File: config.mk
export PLATFORM = sky130hd
export DESIGN_NAME = echo_escape_decoder_core_flat
export DESIGN_NICKNAME = d
export VERILOG_FILES = /design/src/hdl/eed_pkg.sv /design/src/hdl/eed_req_if.sv /design/src/hdl/eed_rsp_if.sv /design/src/hdl/eed_front.sv /design/src/hdl/eed_queue.sv /design/src/hdl/eed_back.sv /design/src/hdl/echo_escape_decoder_core.sv /design/src/flat_wrapper.sv
export SDC_FILE = /design/constraint.sdc
export NUM_CORES = 1
export LEC_CHECK = 0
export BUFFER_PORTS_ARGS = -buffer_cell sky130_fd_sc_hd__clkbuf_2
export CAP_MARGIN = 10
export CORE_ASPECT_RATIO = 0.8
export CORE_MARGIN = 4
export CORE_UTILIZATION = 45
export DETAILED_ROUTE_END_ITERATION = 16
export PLACE_DENSITY = 0.73
export SYNTH_ARGS = -nofsm -noshare
export SYNTH_HDL_FRONTEND = slang
export SYNTH_SLANG_ARGS = --single-unit
File: constraint.sdc
create_clock -name clk_i -period 4.5 [get_ports clk_i]
set_clock_uncertainty 0.05 [all_clocks]
set_input_delay 0.225 -clock clk_i [delete_from_list [all_inputs] [get_ports clk_i]]
set_output_delay 0.225 -clock clk_i [all_outputs]
set_load 0.02 [all_outputs]
File: src/hdl/eed_pkg.sv
// Shared types and constants of the echo escape decoder.
package eed_pkg;

  // Request op codes
  localparam logic [1:0] OP_BYTE = 2'd0;
  localparam logic [1:0] OP_ARG  = 2'd1;
  localparam logic [1:0] OP_END  = 2'd2;

  // Configuration register indexes
  localparam logic CFG_ESCAPES  = 1'b0;
  localparam logic CFG_SUPPRESS = 1'b1;

  // Characters
  localparam logic [7:0] CH_BSL = 8'h5c;
  localparam logic [7:0] CH_SP  = 8'h20;
  localparam logic [7:0] CH_NL  = 8'h0a;
  localparam logic [7:0] CH_ESC = 8'h1b;
  localparam logic [7:0] CH_X   = 8'h78;
  localparam logic [7:0] CH_NUL = 8'h00;

  // Digit limits of numeric escapes
  localparam logic [1:0] OCT_DIGITS = 2'd3;
  localparam logic [1:0] HEX_DIGITS = 2'd2;

  // Output bytes produced by one request: count of 0 to 3 plus the bytes
  typedef struct packed {
    logic [1:0]      cnt;
    logic [2:0][7:0] data;
  } job_t;

endpackage

File: src/hdl/eed_req_if.sv
// Request channel: op code and argument byte with valid/ready.
interface eed_req_if;
  logic       valid;
  logic       ready;
  logic [1:0] op;
  logic [7:0] data_byte;

  modport source (output valid, output op, output data_byte, input ready);
  modport sink (input valid, input op, input data_byte, output ready);
endinterface

File: src/hdl/eed_rsp_if.sv
// Result channel: one decoded byte and end-of-run flag with valid/ready.
interface eed_rsp_if;
  logic       valid;
  logic       ready;
  logic [7:0] out_byte;
  logic       last_of_run;

  modport source (output valid, output out_byte, output last_of_run, input ready);
  modport sink (input valid, input out_byte, input last_of_run, output ready);
endinterface

File: src/hdl/eed_front.sv
// Front end: accepts requests, tracks escape state, builds output byte groups.
module eed_front (
  input  logic           clk_i,
  input  logic           rst_ni,
  input  logic           cfg_we_i,
  input  logic           cfg_idx_i,
  input  logic           cfg_data_i,
  input  logic           req_valid_i,
  output logic           req_ready_o,
  input  logic [1:0]     req_op_i,
  input  logic [7:0]     req_data_i,
  input  logic           q_full_i,
  output logic           q_push_o,
  output eed_pkg::job_t  q_job_o
);
  import eed_pkg::*;

  typedef enum logic [1:0] {
    MODE_IDLE = 2'd0,
    MODE_BSL  = 2'd1,
    MODE_OCT  = 2'd2,
    MODE_HEX  = 2'd3
  } mode_e;

  mode_e      mode_q, mode_d;
  logic [1:0] dcnt_q, dcnt_d;
  logic [7:0] acc_q, acc_d;
  logic       seen_q, seen_d;
  logic       esc_en_q, supp_q;

  logic       accept;
  job_t       job;
  logic [1:0] fl_n;
  logic [7:0] fl_b0, fl_b1;
  logic       dig_ok;
  logic [3:0] dig_val;
  logic [7:0] acc_new;
  logic [1:0] dcnt_new;
  logic [1:0] dig_lim;

  // Decode a hex digit: valid flag and value
  function automatic logic [4:0] hex_digit(input logic [7:0] b);
    logic [4:0] r;
    r = '0;
    if (b >= 8'h30 && b <= 8'h39) r = {1'b1, 4'(b - 8'h30)};
    else if (b >= 8'h61 && b <= 8'h66) r = {1'b1, 4'(b - 8'h57)};
    else if (b >= 8'h41 && b <= 8'h46) r = {1'b1, 4'(b - 8'h37)};
    return r;
  endfunction

  assign req_ready_o = !q_full_i;
  assign accept      = req_valid_i && req_ready_o;
  assign q_push_o    = accept && (job.cnt != 2'd0);
  assign q_job_o     = job;

  // Bytes that flush a pending escape
  always_comb begin
    fl_n  = 2'd0;
    fl_b0 = CH_BSL;
    fl_b1 = CH_X;
    case (mode_q)
      MODE_BSL: fl_n = 2'd1;
      MODE_OCT: begin
        fl_n  = 2'd1;
        fl_b0 = acc_q;
      end
      MODE_HEX: begin
        if (dcnt_q == 2'd0) begin
          fl_n = 2'd2;
        end else begin
          fl_n  = 2'd1;
          fl_b0 = acc_q;
        end
      end
      default: fl_n = 2'd0;
    endcase
  end

  // Digit arithmetic of the pending numeric escape
  always_comb begin
    {dig_ok, dig_val} = hex_digit(req_data_i);
    if (mode_q == MODE_OCT) begin
      dig_ok  = (req_data_i >= 8'h30) && (req_data_i <= 8'h37);
      acc_new = {acc_q[4:0], 3'b000} + {4'b0000, dig_val};
      dig_lim = OCT_DIGITS;
    end else begin
      acc_new = {acc_q[3:0], 4'b0000} + {4'b0000, dig_val};
      dig_lim = HEX_DIGITS;
    end
    dcnt_new = dcnt_q + 2'd1;
  end

  // Classify the request and update escape state
  always_comb begin
    mode_d = mode_q;
    dcnt_d = dcnt_q;
    acc_d  = acc_q;
    seen_d = seen_q;
    job    = '0;
    case (req_op_i)
      OP_BYTE: begin
        seen_d = 1'b1;
        case (mode_q)
          MODE_IDLE: begin
            if (esc_en_q && req_data_i == CH_BSL) begin
              mode_d = MODE_BSL;
            end else begin
              job.cnt     = 2'd1;
              job.data[0] = req_data_i;
            end
          end
          MODE_BSL: begin
            mode_d      = MODE_IDLE;
            dcnt_d      = 2'd0;
            acc_d       = 8'h00;
            job.cnt     = 2'd1;
            job.data[0] = CH_NUL;
            case (req_data_i)
              8'h61: job.data[0] = 8'h07;
              8'h62: job.data[0] = 8'h08;
              8'h63: job.data[0] = CH_NUL;
              8'h65, 8'h45: job.data[0] = CH_ESC;
              8'h66: job.data[0] = 8'h0c;
              8'h6e: job.data[0] = CH_NL;
              8'h72: job.data[0] = 8'h0d;
              8'h74: job.data[0] = 8'h09;
              8'h76: job.data[0] = 8'h0b;
              CH_BSL: job.data[0] = CH_BSL;
              8'h30: begin
                mode_d  = MODE_OCT;
                job.cnt = 2'd0;
              end
              CH_X: begin
                mode_d  = MODE_HEX;
                job.cnt = 2'd0;
              end
              default: begin
                job.cnt     = 2'd2;
                job.data[0] = CH_BSL;
                job.data[1] = req_data_i;
              end
            endcase
          end
          default: begin
            if (dig_ok) begin
              if (dcnt_new >= dig_lim) begin
                job.cnt     = 2'd1;
                job.data[0] = acc_new;
                mode_d      = MODE_IDLE;
                dcnt_d      = 2'd0;
                acc_d       = 8'h00;
              end else begin
                acc_d  = acc_new;
                dcnt_d = dcnt_new;
              end
            end else begin
              // Flush the escape, then treat the byte as a fresh one
              job.data[0] = fl_b0;
              job.data[1] = fl_b1;
              job.cnt     = fl_n;
              mode_d      = MODE_IDLE;
              dcnt_d      = 2'd0;
              acc_d       = 8'h00;
              if (esc_en_q && req_data_i == CH_BSL) begin
                mode_d = MODE_BSL;
              end else begin
                job.data[fl_n] = req_data_i;
                job.cnt        = fl_n + 2'd1;
              end
            end
          end
        endcase
      end
      OP_ARG: begin
        job.data[0] = fl_b0;
        job.data[1] = fl_b1;
        job.cnt     = fl_n;
        mode_d      = MODE_IDLE;
        dcnt_d      = 2'd0;
        acc_d       = 8'h00;
        if (seen_q) begin
          job.data[fl_n] = CH_SP;
          job.cnt        = fl_n + 2'd1;
        end
        seen_d = 1'b1;
      end
      OP_END: begin
        job.data[0] = fl_b0;
        job.data[1] = fl_b1;
        job.cnt     = fl_n;
        mode_d      = MODE_IDLE;
        dcnt_d      = 2'd0;
        acc_d       = 8'h00;
        if (!supp_q) begin
          job.data[fl_n] = CH_NL;
          job.cnt        = fl_n + 2'd1;
        end
        seen_d = 1'b0;
      end
      default: job = '0;
    endcase
  end

  // Hold state; advance on an accepted request
  always_ff @(posedge clk_i or negedge rst_ni) begin
    if (!rst_ni) begin
      mode_q <= MODE_IDLE;
      dcnt_q <= 2'd0;
      acc_q  <= 8'h00;
      seen_q <= 1'b0;
    end else if (accept) begin
      mode_q <= mode_d;
      dcnt_q <= dcnt_d;
      acc_q  <= acc_d;
      seen_q <= seen_d;
    end
  end

  // Configuration registers
  always_ff @(posedge clk_i or negedge rst_ni) begin
    if (!rst_ni) begin
      esc_en_q <= 1'b0;
      supp_q   <= 1'b0;
    end else if (cfg_we_i) begin
      if (cfg_idx_i == CFG_ESCAPES) esc_en_q <= cfg_data_i;
      if (cfg_idx_i == CFG_SUPPRESS) supp_q <= cfg_data_i;
    end
  end

endmodule

File: src/hdl/eed_queue.sv
// Short queue of byte groups between front end and back end.
module eed_queue #(
  parameter int unsigned Depth = 4
) (
  input  logic           clk_i,
  input  logic           rst_ni,
  input  logic           push_i,
  input  eed_pkg::job_t  push_job_i,
  output logic           full_o,
  input  logic           pop_i,
  output logic           valid_o,
  output eed_pkg::job_t  head_o
);
  import eed_pkg::*;

  localparam int unsigned PtrW = (Depth > 1) ? $clog2(Depth) : 1;
  localparam int unsigned CntW = $clog2(Depth + 1);

  job_t            mem_q [Depth];
  logic [PtrW-1:0] wr_ptr_q, rd_ptr_q;
  logic [CntW-1:0] cnt_q;
  logic            do_push, do_pop;

  assign full_o  = (cnt_q == CntW'(Depth));
  assign valid_o = (cnt_q != '0);
  assign head_o  = mem_q[rd_ptr_q];
  assign do_push = push_i && !full_o;
  assign do_pop  = pop_i && valid_o;

  // Store pushed groups
  always_ff @(posedge clk_i) begin
    if (do_push) mem_q[wr_ptr_q] <= push_job_i;
  end

  // Advance pointers and fill count
  always_ff @(posedge clk_i or negedge rst_ni) begin
    if (!rst_ni) begin
      wr_ptr_q <= '0;
      rd_ptr_q <= '0;
      cnt_q    <= '0;
    end else begin
      if (do_push) begin
        wr_ptr_q <= (wr_ptr_q == PtrW'(Depth - 1)) ? '0 : wr_ptr_q + 1'b1;
      end
      if (do_pop) begin
        rd_ptr_q <= (rd_ptr_q == PtrW'(Depth - 1)) ? '0 : rd_ptr_q + 1'b1;
      end
      if (do_push && !do_pop) cnt_q <= cnt_q + 1'b1;
      else if (do_pop && !do_push) cnt_q <= cnt_q - 1'b1;
    end
  end

endmodule

File: src/hdl/eed_back.sv
// Back end: sends group bytes one per cycle unless stalled, via an output register.
module eed_back (
  input  logic           clk_i,
  input  logic           rst_ni,
  input  logic           q_valid_i,
  input  eed_pkg::job_t  q_head_i,
  output logic           q_pop_o,
  output logic           rsp_valid_o,
  input  logic           rsp_ready_i,
  output logic [7:0]     rsp_byte_o,
  output logic           rsp_last_o
);
  import eed_pkg::*;

  logic       valid_q;
  logic [7:0] byte_q;
  logic       last_q;
  logic [1:0] idx_q;
  logic       load;
  logic       is_last;

  assign rsp_valid_o = valid_q;
  assign rsp_byte_o  = byte_q;
  assign rsp_last_o  = last_q;

  assign load    = q_valid_i && (!valid_q || rsp_ready_i);
  assign is_last = (idx_q + 2'd1) == q_head_i.cnt;
  assign q_pop_o = load && is_last;

  // Control: output valid and byte index within the group
  always_ff @(posedge clk_i or negedge rst_ni) begin
    if (!rst_ni) begin
      valid_q <= 1'b0;
      idx_q   <= 2'd0;
    end else begin
      if (load) begin
        valid_q <= 1'b1;
        idx_q   <= is_last ? 2'd0 : idx_q + 2'd1;
      end else if (rsp_ready_i) begin
        valid_q <= 1'b0;
      end
    end
  end

  // Payload: hold while stalled
  always_ff @(posedge clk_i) begin
    if (load) begin
      byte_q <= q_head_i.data[idx_q];
      last_q <= is_last;
    end
  end

endmodule

File: src/hdl/echo_escape_decoder_core.sv
// Top level of the echo escape decoder.
//
// Requests arrive on req_i: op 0 carries an argument byte, op 1 starts the
// next argument, op 2 ends the command. Each request yields zero to three
// output bytes on rsp_o, the last of them flagged by last_of_run. Spaces
// between arguments, backslash escape decoding and the closing newline are
// produced here; cfg_we_i/cfg_idx_i/cfg_data_i write escapes_enabled
// (index 0) and suppress_newline (index 1); the user must write them only
// while the block is idle; the block itself does not enforce this.
// A request is taken every cycle while the group queue has room. The first
// byte of a request goes through a queue entry and the output register
// before it is valid on rsp_o. The back end sends one byte per cycle while
// rsp_o is ready, so a request that yields two or three bytes holds the
// output for each of its bytes; the QueueDepth-entry queue absorbs these
// runs and lets the input keep flowing meanwhile. When rsp_o stalls, the
// output byte holds, the queue fills and then req_i drops ready. Reset
// clears the escape state, the configuration and the queue; no request is
// lost or repeated across stalls.
module echo_escape_decoder_core #(
  parameter int unsigned QueueDepth = 4
) (
  input  logic        clk_i,
  input  logic        rst_ni,
  input  logic        cfg_we_i,
  input  logic        cfg_idx_i,
  input  logic        cfg_data_i,
  eed_req_if.sink     req_i,
  eed_rsp_if.source   rsp_o
);
  import eed_pkg::*;

  logic q_push, q_full, q_pop, q_valid;
  job_t q_job, q_head;

  // Accept and classify requests
  eed_front u_front (
    .clk_i       (clk_i),
    .rst_ni      (rst_ni),
    .cfg_we_i    (cfg_we_i),
    .cfg_idx_i   (cfg_idx_i),
    .cfg_data_i  (cfg_data_i),
    .req_valid_i (req_i.valid),
    .req_ready_o (req_i.ready),
    .req_op_i    (req_i.op),
    .req_data_i  (req_i.data_byte),
    .q_full_i    (q_full),
    .q_push_o    (q_push),
    .q_job_o     (q_job)
  );

  // Buffer byte groups
  eed_queue #(
    .Depth (QueueDepth)
  ) u_queue (
    .clk_i      (clk_i),
    .rst_ni     (rst_ni),
    .push_i     (q_push),
    .push_job_i (q_job),
    .full_o     (q_full),
    .pop_i      (q_pop),
    .valid_o    (q_valid),
    .head_o     (q_head)
  );

  // Send bytes
  eed_back u_back (
    .clk_i       (clk_i),
    .rst_ni      (rst_ni),
    .q_valid_i   (q_valid),
    .q_head_i    (q_head),
    .q_pop_o     (q_pop),
    .rsp_valid_o (rsp_o.valid),
    .rsp_ready_i (rsp_o.ready),
    .rsp_byte_o  (rsp_o.out_byte),
    .rsp_last_o  (rsp_o.last_of_run)
  );

endmodule
File: src/flat_wrapper.sv
// flat-port wrapper written by rule: the top's interface ports become plain ports
module echo_escape_decoder_core_flat import eed_pkg::*;
#(
  parameter int unsigned QueueDepth = 4
)
  (clk_i, rst_ni, cfg_we_i, cfg_idx_i, cfg_data_i, req_i_valid, req_i_op, req_i_data_byte, req_i_ready, rsp_o_valid, rsp_o_out_byte, rsp_o_last_of_run, rsp_o_ready);
  eed_req_if req_i_i ();
  eed_rsp_if rsp_o_i ();
  input  logic clk_i;
  input  logic rst_ni;
  input  logic cfg_we_i;
  input  logic cfg_idx_i;
  input  logic cfg_data_i;
  input wire logic [$bits(req_i_i.valid)-1:0] req_i_valid;
  input wire logic [$bits(req_i_i.op)-1:0] req_i_op;
  input wire logic [$bits(req_i_i.data_byte)-1:0] req_i_data_byte;
  output wire logic [$bits(req_i_i.ready)-1:0] req_i_ready;
  output wire logic [$bits(rsp_o_i.valid)-1:0] rsp_o_valid;
  output wire logic [$bits(rsp_o_i.out_byte)-1:0] rsp_o_out_byte;
  output wire logic [$bits(rsp_o_i.last_of_run)-1:0] rsp_o_last_of_run;
  input wire logic [$bits(rsp_o_i.ready)-1:0] rsp_o_ready;
  assign req_i_i.valid = req_i_valid;
  assign req_i_i.op = req_i_op;
  assign req_i_i.data_byte = req_i_data_byte;
  assign req_i_ready = req_i_i.ready;
  assign rsp_o_valid = rsp_o_i.valid;
  assign rsp_o_out_byte = rsp_o_i.out_byte;
  assign rsp_o_last_of_run = rsp_o_i.last_of_run;
  assign rsp_o_i.ready = rsp_o_ready;
  echo_escape_decoder_core #(.QueueDepth(QueueDepth)) u_core (.clk_i(clk_i), .rst_ni(rst_ni), .cfg_we_i(cfg_we_i), .cfg_idx_i(cfg_idx_i), .cfg_data_i(cfg_data_i), .req_i(req_i_i), .rsp_o(rsp_o_i));
endmodule
==> results.toml, run 1 <==
[clock_network]
htreeDepth = 4
clk_path_buf_depth = 2
cts-root-buf = "clkbuf_16"
cts_sinks = 138
postCtsResizedCells = 0
insertion_delay_ns = 0.42
clk_pin_slew_ns = 0.06
cts_tree = "yes"
cts_buffers = 17

[floorplanning]
die_h_um = 121
dieArea_mm2 = 0.0180
start_util_pct = 46.8
rows = 40
io_pins = 28
core-area_mm2 = 0.0153
die_width_um = 149

[worst_setup_path]
cp.required_ns = 4.76
startpoint = "u_core.u_front.mode_q[0]"
arrival_ns = 3.95
timing.rr.end = "u_core.u_queue.cnt_q[1]"
r2r_start = "u_core.u_front.mode_q[0]"
start_kind = "flip-flop"
cp-end-kind = "flip-flop"
reg2reg_slack_ns = 0.81
reg2reg_depth = 11
endpoint = "u_core.u_queue.cnt_q[1]"
worstSetupPathType = "reg -> reg"
path_max_fanout = 11

[power]
total_power_mw = 4.54
powerDensity_mw_per_mm2 = 566
ir_worst_vdd_mv = 0.254
p_leak_nw = 2.95

[routing]
drt_iter0_markers = 398
ant_nets = 0
routed_wl_mm = 17.1
route.detailed.drc = 0
vias_per_cell = 5.97
routedWlPerCell_um = 21.6
vias = 4723
firstDrtPassIters = 5

[placement]
place.gp.congestion = 0.969
dpl.hpwl_mm = 11.8
numPortBuffers = 27

[timing]
relSlewSlack_pct = 42.6
fmax_mhz = 271
fin_crit_sh_pct = 82.1
finalHoldViolations = 0
setup_violations = 0
fin_crit_ns = 3.69
worstMarginPinSlew_ns = 0.855
drv_slew = 0
rsz0062_at_grt = "no"
tns_ns = 0

[logic_synthesis]
avgSynthCellArea_um2 = 13.2
synthCells = 542
ys.flop_type = "edfxtp_1"
synthArstFlopShare_pct = 18.1
ys_ff_latch = 138
synth_nets = 582
syn_area_mm2 = 0.00714
ys_seq_area_share_pct = 56.3
ys.warnings.count = 0
synth_edf_count = 113
synth.distinct_cells = 76

[cells_and_area]
mostFrequentLayoutCells = "edfxtp_1, nand2_1, inv_1"
syn2layout_area_growth_pct = 12.5
layout_commonest_cell = "edfxtp_1"
fillers = 1268
final_net_count = 609
antenna_cells = 0
drive_gt1_share_pct = 19.8
multi_input_comb_area_mm2 = 0.00284
seq_area_mm2 = 0.00402

[global_routing]
grt_pass1_wl_mm = 27.1
grt_pass1_vias = 4850
antenna_found_initial = 0
overflow = 0
track_usage_pct = 19.8
grt_max_degree = 27

[outcome]
status = "complete, no violations"

[min_path]
hold_class = "in -> reg"
hold_depth = 3

[run]
cap_viol_max_count = 0
## Yosys cell counts, drive strengths merged, types with 3 or more instances
master	number	area share (%)
a41oi	3	0.37
nand2b	6	0.53
o21bai	3	0.32
ha	22	3.9
a21oi	26	2.0
a21o	7	0.74
a22oi	7	0.74
o21a	3	0.32
mux2i	13	1.8
nor4b	5	0.91
edfxtp	113	48
nor2	22	1.2
a2bb2oi	3	0.37
mux2	9	1.5
clkbuf	17	0.96
nor4	4	0.44
nor3	9	0.63
dfrtp	25	8.8
o31ai	7	0.81
o22ai	13	1.1
nand3	8	0.63
buf	14	1.3
a32oi	4	0.49
o21ai	30	2.1
xor2	3	0.37
a31oi	5	0.95
inv	30	1.6
and2	12	1.1
nand2	41	2.2
mux4	26	8.2
xnor2	9	1.1
and3	8	0.84
## metrics by stage
stage          worst slack, ns  cell area [um2]  utilization, %  hold WS [ns]  instances
2_1_floorplan             1.23             7140               -        -0.121        542
3_3_place_gp             0.802             7430            48.7         0.219        756
3_5_place_dp             0.716             7430            48.7         0.243        756
4_1_cts                  0.851             8020            52.5        0.0621        790
5_1_grt                  0.564             8030            52.6        0.0704        791
6_report                 0.805             8030            52.6        0.0678        791
## timing repair
| item | CTS | global route |
|---|---|---|
| buffers inserted | 0 | 0 |
| hold buffers | 3 | 0 |
| hold endpoints to repair | 27 | 0 |
## layer usage
metal / global-route usage, % / part of all wire [%] / up-vias
met1: 27.3 / 44 / 2366
met4: 6.00 / 1.8 / 0
met3: 5.36 / 7.1 / 30
met5: 0 / 0 / -
met2: 30.8 / 47 / 195
li1: - / - / 2132
## state kept, by name (all words and copies together) (netlist names)
signal and cells:
u_core.u_front.dcnt_q 2, u_core.u_back.rsp_valid_o 1, u_core.u_front.supp_q 1, u_core.u_front.esc_en_q 1, u_core.u_queue.rd_ptr_q 2, u_core.u_back.rsp_last_o 1
u_core.u_back.idx_q 2, u_core.u_front.seen_q 1, u_core.u_queue.wr_ptr_q 2, u_core.u_front.mode_q 2, u_core.u_front.acc_q 8, u_core.u_back.rsp_byte_o 8
u_core.u_queue.mem_q 104, u_core.u_queue.cnt_q 3
## final cells by class
class | count | area share, %
flip-flops and latches | 138 | 50.1
multi-input cells | 343 | 35.4
well taps | 210 | 3.27
clock buffers | 19 | 5.39
inverters | 30 | 1.40
repair buffers | 39 | 2.90
clock inverters | 12 | 1.54
## how the worst min path moves through the flow
stage	end	slack, ns	from
6_report	u_core.u_front.supp_q	0.07	cfg_we_i
5_1_grt	u_core.u_front.supp_q	0.07	cfg_we_i
4_1_cts	u_core.u_front.supp_q	0.06	cfg_we_i
3_5_place_dp	u_core.u_back.rsp_valid_o	0.24	rst_ni
3_3_place_gp	u_core.u_back.rsp_valid_o	0.22	rst_ni
2_1_floorplan	u_core.u_back.idx_q[0]	-0.12	rst_ni
## worst max-delay path, cell delays in order, from the launching register on
cell and delay, ns:
dfrtp_1 0.41, inv_1 0.09, ha_1 0.41, ha_1 0.31
o21ai_1 0.51, a21oi_1 0.15, o31ai_2 0.47, a31oi_4 0.19
ha_1 0.26, inv_1 0.07, fa_1 0.39, mux2_2 0.26
## logic make-up after synthesis
group | after synthesis | share of synthesized area (%)
fa+ha+maj | 23 | 4.14
xor+xnor | 12 | 1.47
mux | 48 | 11.6
simple gates | 133 | 10.4
compound gates | 127 | 12.3
flops | 138 | 56.3
buf+inv | 61 | 3.84
## report_power, final
part / switching [mW] / internal, mW
Sequential: 0.175 / 1.66
Combinational: 0.792 / 0.591
Clock: 0.521 / 0.808
Total: 1.49 / 3.06
Note: power is estimated with default switching activity, not from simulation.
==> inputs of run 2 (changes only) <==
- ABC_AREA: not set -> 1
- clock period: 4.5 -> 3.6 ns (I/O delays scaled with it)
==> run 2 against run 1 <==
Compared with the run above: total power increased by 51%; critical path type unchanged; first-iteration DRC count is 67% higher; sequential cell count is the same; sequential share of layout area is 2.1 points lower; maximum frequency rose by 12%; non-clock buffer count rose by 20.
==> results.toml, run 2 <==
[outcome]
status = "complete, no violations"

[floorplanning]
io_pins = 28
core-area_mm2 = 0.0157
dieArea_mm2 = 0.0182
die_h_um = 121
start_util_pct = 45.9
die_width_um = 150
rows = 41

[global_routing]
grt_pass1_vias = 5421
grt_max_degree = 39
met1_usage_pct = 31.3
antenna_found_initial = 0
grtUsageMet2_pct = 33.0
met3_usage_pct = 3.40
overflow = 0
top_usage_layer = "met2"
grt_pass1_wl_mm = 29.6
track_usage_pct = 21.4

[timing]
finalHoldViolations = 0
relSlewSlack_pct = 46.8
fmax_mhz = 304
fin_crit_ns = 3.29
whs_ns = 0.150
rsz0062_at_grt = "no"
drv_slew = 0
tns_ns = 0
fin_crit_sh_pct = 91.4
setup_violations = 0
worstMarginPinSlew_ns = 0.789

[clock_network]
cts_sinks = 138
cts_setup_buffers = 0
insertion_delay_ns = 0.42
clk_path_buf_depth = 2
clk_pin_slew_ns = 0.06
cts_buffers = 17
htreeDepth = 4
cts_tree = "yes"
cts-root-buf = "clkbuf_16"

[routing]
firstDrtPassIters = 6
drt_iter0_markers = 665
vias_per_cell = 5.60
routedWlPerCell_um = 17.9
vias = 5811
routed_wl_mm = 18.6
route.detailed.drc = 0
ant_nets = 0

[cells_and_area]
largest_reg_flops = 104
final_net_count = 849
drive_gt1_share_pct = 14.4
layout_commonest_cell = "nand2_1"
max_flop_register = "u_core.u_queue.mem_q"
syn2layout_area_growth_pct = 16.1
mostFrequentLayoutCells = "nand2_1, edfxtp_1, nor2_1"
antenna_cells = 0
fillers = 1431

[logic_synthesis]
ys_ff_latch = 138
synth_top_area_share_pct = 47.0
yosysMostFrequentCell = "nand2_1"
synthArstFlopShare_pct = 18.1
synth_edf_count = 113
synthCells = 756
synth_nets = 796
ys.flop_type = "edfxtp_1"
synthTopCellsByCount = "nand2_1, edfxtp_1, nor2_1, o21ai_0, inv_1"
yosys.area.top_type = "edfxtp_1"
synthTopCellsByArea = "edfxtp_1, dfrtp_1, nand2_1, o21ai_0, nor2_1"
syn_area_mm2 = 0.00722
ys.warnings.count = 0
avgSynthCellArea_um2 = 9.55
ys_seq_area_share_pct = 55.6
synth.distinct_cells = 46

[worst_setup_path]
startpoint = "u_core.u_front.mode_q[1]"
crit_chain = "inv_1, ha_1, inv_1, o21ai_0, inv_1, xor2_1, nand3_1, nand3_2, nand2_1, nand2_1, nand2_2, nand2_4, nand2_8, inv_1, ha_1, inv_1, fa_1, a21oi_1, o21ai_0, xor2_1"
reg2reg_depth = 20
start_kind = "flip-flop"
worstSetupPathType = "reg -> reg"
timing.rr.end = "u_core.u_queue.cnt_q[2]"
cp-end-kind = "flip-flop"
cp.required_ns = 3.85
arrival_ns = 3.54
cp_common_cell = "inv_1"
endpoint = "u_core.u_queue.cnt_q[2]"
cpPeakStageDelay_ns = 0.39
cp_slowest_cell = "dfrtp_1"
r2r_start = "u_core.u_front.mode_q[1]"
path_max_fanout = 7
reg2reg_slack_ns = 0.31

[power]
powerDensity_mw_per_mm2 = 820
ir_worst_vdd_mv = 0.388
p_leak_nw = 3.35

[placement]
numPortBuffers = 27
dpl.hpwl_mm = 12.9
place.gp.congestion = 0.998

[run]
cap_viol_max_count = 0

[min_path]
hold_class = "in -> reg"
[run 2: logic make-up (layout without fill, tap and decap cells)]
family	Yosys count	in the layout	share of synthesized area (%)
flip-flops	138	138	55.6
buffers and inverters	103	169	5.54
AO/OA/AOI/OAI	183	183	14.5
AND/OR/NAND/NOR	301	301	19.2
adder cells (fa/ha/maj)	23	23	4.09
XOR/XNOR	8	8	0.970
[run 2: power breakdown]
part	internal [mW]	switching [mW]
Combinational	0.866	1.92
Sequential	2.19	0.126
Clock	1.10	0.674
[run 2: cell type report]
type / count / area [um2] / area share, %
clock buffer: 19 / 433 / 5.16
clock inverter: 13 / 166 / 1.99
inverter: 78 / 297 / 3.54
multi-input combinational: 515 / 2810 / 33.5
sequential: 138 / 4020 / 47.9
tap: 215 / 269 / 3.21
timing repair buffer: 59 / 390 / 4.66
[run 2: per-stage QoR]
step / total power, mW / instance area [um2] / utilization [%] / setup slack (ns) / cells
3_5_place_dp: 5.07 / 7720 / 49.0 / 0.264 / 999
6_report: 6.87 / 8380 / 53.2 / 0.310 / 1037
4_1_cts: 6.86 / 8380 / 53.2 / 0.315 / 1037
3_3_place_gp: 5.04 / 7720 / 49.0 / 0.332 / 999
5_1_grt: 7.33 / 8380 / 53.2 / 0.0648 / 1037
2_1_floorplan: 4.22 / 7220 / - / 0.559 / 756
[run 2: worst max-delay path: cells and delay by family (launching register included)]
kind / cells / cell delay, ns
adder cells (fa/ha/maj): 3 / 0.88
AND/OR/NAND/NOR: 7 / 0.65
buffers and inverters: 5 / 0.48
flip-flops: 1 / 0.39
AO/OA/AOI/OAI: 3 / 0.37
XOR/XNOR: 2 / 0.34
[run 2: worst min-delay path by stage]
| stage | startpoint | end | slack (ns) | cells past startpoint |
|---|---|---|---|---|
| detailed placement | rst_ni | u_core.u_back.idx_q[1] | 0.18 | 1 |
| floorplan | rst_ni | u_core.u_back.idx_q[0] | -0.17 | 0 |
| finish | req_i_valid | u_core.u_front.seen_q | 0.15 | 5 |
| global placement | rst_ni | u_core.u_back.idx_q[1] | 0.18 | 1 |
| global route | req_i_valid | u_core.u_front.seen_q | 0.23 | 5 |
| CTS | req_i_valid | u_core.u_front.seen_q | 0.14 | 5 |
[run 2: layer usage]
layer  up-vias  share of wire, %
met5         -                 0
met4         0               1.8
met3        33               8.2
met2       274                46
met1      2741                44
li1       2763                 -
[run 2: what timing repair did]
action,in CTS,in global routing
setup endpoints to repair,0,1
gates resized for setup,0,1
hold buffers,6,0
hold endpoints to repair,28,0
==> inputs of run 3 (changes only) <==
- BUFFER_PORTS_ARGS: -buffer_cell sky130_fd_sc_hd__clkbuf_2 -> not set
- CORE_MARGIN: 4 -> 2
- CORE_UTILIZATION: 45 -> 60
- DONT_BUFFER_PORTS: not set -> 1
- PLACE_DENSITY: 0.73 -> 0.88
==> run 3 against run 2 <==
Compared with the run above: global-route usage grew 11 points; highest routed layer unchanged; combinational power shrank 4%; largest power group unchanged; total power grew 1.9%; sequential share of layout area grew 1.3 points; setup slack lost 0.041 ns; clock-buffer cell count shrank 2; sequential power grew 5%; die area shrank 29%.
==> results.toml, run 3 (synthesized netlist as in run 2, its figures left out) <==
[outcome]
status = "complete, no violations"

[global_routing]
top_usage_layer = "met2"
grt_pass1_wl_mm = 31.4
grt_max_degree = 50
grt_pass1_vias = 5712
grtUsageMet2_pct = 53.6
track_usage_pct = 32.4
antenna_found_initial = 0
overflow = 0
met3_usage_pct = 7.17
met1_usage_pct = 43.6

[routing]
routed_wl_mm = 19.9
ant_nets = 0
routedWlPerCell_um = 21.3
drt_iter0_markers = 810
vias_per_cell = 6.35
vias = 5939
route.detailed.drc = 0
firstDrtPassIters = 5

[clock_network]
cts_setup_buffers = 0
cts_buffers = 17
htreeDepth = 4
clk_path_buf_depth = 2
postCtsResizedCells = 0
insertion_delay_ns = 0.42
clk_pin_slew_ns = 0.06
cts_sinks = 138
cts-root-buf = "clkbuf_16"
cts_tree = "yes"

[cells_and_area]
seq_area_mm2 = 0.00402
post-route-util_pct = 70.1
drive_gt1_share_pct = 11.0
fillers = 808
layout_commonest_cell = "nand2_1"
syn2layout_area_growth_pct = 13.0
mostFrequentLayoutCells = "nand2_1, edfxtp_1, nor2_1"
antenna_cells = 0
multi_input_comb_area_mm2 = 0.00280
final_net_count = 816
largest_reg_flops = 104
max_flop_register = "u_core.u_queue.mem_q"

[power]
seqPwrFrac_pct = 34.7
p_comb_share_pct = 38.3
ir_worst_vdd_mv = 0.450
powerDensity_mw_per_mm2 = 858
p_leak_nw = 3.23
swShare_pct = 40.4
clock_power_share_pct = 27.0
p_int_mw = 4.18
p_sw_mw = 2.83

[worst_setup_path]
worstSetupPathType = "reg -> reg"
path_max_fanout = 7
cpLargestDelayFamily = "simple AND/OR/NAND/NOR gates"
cp-end-kind = "flip-flop"
cp_common_cell = "inv_1"
cpPeakStageDelay_ns = 0.41
reg2reg_depth = 19
crit_chain = "inv_1, ha_1, nor2_2, inv_1, nor2_1, inv_1, nor2_4, nand2_1, nand2_1, nand2_1, nand2_4, nand2_8, inv_1, ha_1, inv_1, fa_1, a21oi_1, o21ai_0, xor2_1"
start_kind = "flip-flop"
cp.required_ns = 3.85
arrival_ns = 3.58
path_buf_inv = 5
crit_cells = 19
cp_slowest_cell = "dfrtp_1"

[timing]
fin_crit_sh_pct = 92.5
fmax_mhz = 300
tns_ns = 0
setup_violations = 0
rsz0062_at_grt = "no"
fin_crit_ns = 3.33
finalHoldViolations = 0
worstMarginPinSlew_ns = 0.821
drv_slew = 0
relSlewSlack_pct = 44.7

[floorplanning]
core-area_mm2 = 0.0116
io_pins = 28
rows = 35
dieArea_mm2 = 0.0129
die_width_um = 127
die_h_um = 102
start_util_pct = 62.0

[min_path]
hold_depth = 2
hold_class = "in -> reg"

[run]
cap_viol_max_count = 0

[placement]
place.gp.congestion = 1.02
numPortBuffers = 0
dpl.hpwl_mm = 13.5
## run 3: layout make-up
type / count / share of cell area, %
well taps: 148 / 2.27
multi-input cells: 515 / 34.3
flip-flops and latches: 138 / 49.2
clock buffers: 17 / 5.21
repair buffers: 26 / 2.73
clock inverters: 14 / 2.58
inverters: 78 / 3.63
## run 3: metal layers
layer	wire (um)	part of all wire, %
met5	0	0
met4	414	2.1
met3	1790	9.0
met2	9530	48
met1	8160	41
## run 3: stage by stage
| stage | power [mW] | cells | setup WS [ns] | instance area [um2] | hold slack [ns] |
|---|---|---|---|---|---|
| floorplan | 4.22 | 756 | 0.559 | 7220 | -0.166 |
| global placement | 4.89 | 898 | 0.257 | 7450 | -0.165 |
| detailed placement | 5.00 | 898 | 0.335 | 7450 | -0.165 |
| CTS | 6.94 | 936 | 0.309 | 8160 | 0.0272 |
| global route | 7.35 | 936 | 0.0754 | 8160 | 0.0417 |
| finish | 7.01 | 936 | 0.269 | 8160 | 0.0414 |
## run 3: worst reg2reg max path, delay by kind of cell (launching register included)
| kind | cells | cell delay [ns] |
|---|---|---|
| XOR/XNOR | 1 | 0.15 |
| adder cells (fa/ha/maj) | 3 | 0.83 |
| buffers and inverters | 5 | 0.44 |
| AO/OA/AOI/OAI | 2 | 0.26 |
| AND/OR/NAND/NOR | 8 | 1.06 |
| flip-flops | 1 | 0.41 |
## run 3: repair_timing
action,CTS,global route
hold buffers,7,0
hold endpoints to repair,28,0
endpoints found under the setup margin,0,0
## run 3: final timing paths
kind | end | start | slack (ns)
setup / recovery | u_core.u_queue.cnt_q[2] | u_core.u_front.mode_q[0] | 0.27
hold / removal | u_core.u_queue.mem_q[2][21] | req_i_data_byte[5] | 0.04
setup reg to reg | u_core.u_queue.cnt_q[2] | u_core.u_front.mode_q[0] | 0.27
hold reg to reg | u_core.u_queue.cnt_q[0] | u_core.u_queue.cnt_q[0] | 0.49
max in group asynchronous | u_core.u_queue.rd_ptr_q[0] | rst_ni | 3.19
min in group asynchronous | u_core.u_front.mode_q[0] | rst_ni | 0.14
## run 3: power groups by stage
stage / Sequential (mW) / Clock (mW) / Combinational, mW
final: 2.43 / 1.89 / 2.68
after global routing: 2.46 / 1.96 / 2.92
after CTS: 2.43 / 1.89 / 2.62
after detailed placement: 2.46 / 0 / 2.54
after global placement: 2.43 / 0 / 2.46
after floorplan: 2.40 / 0 / 1.81
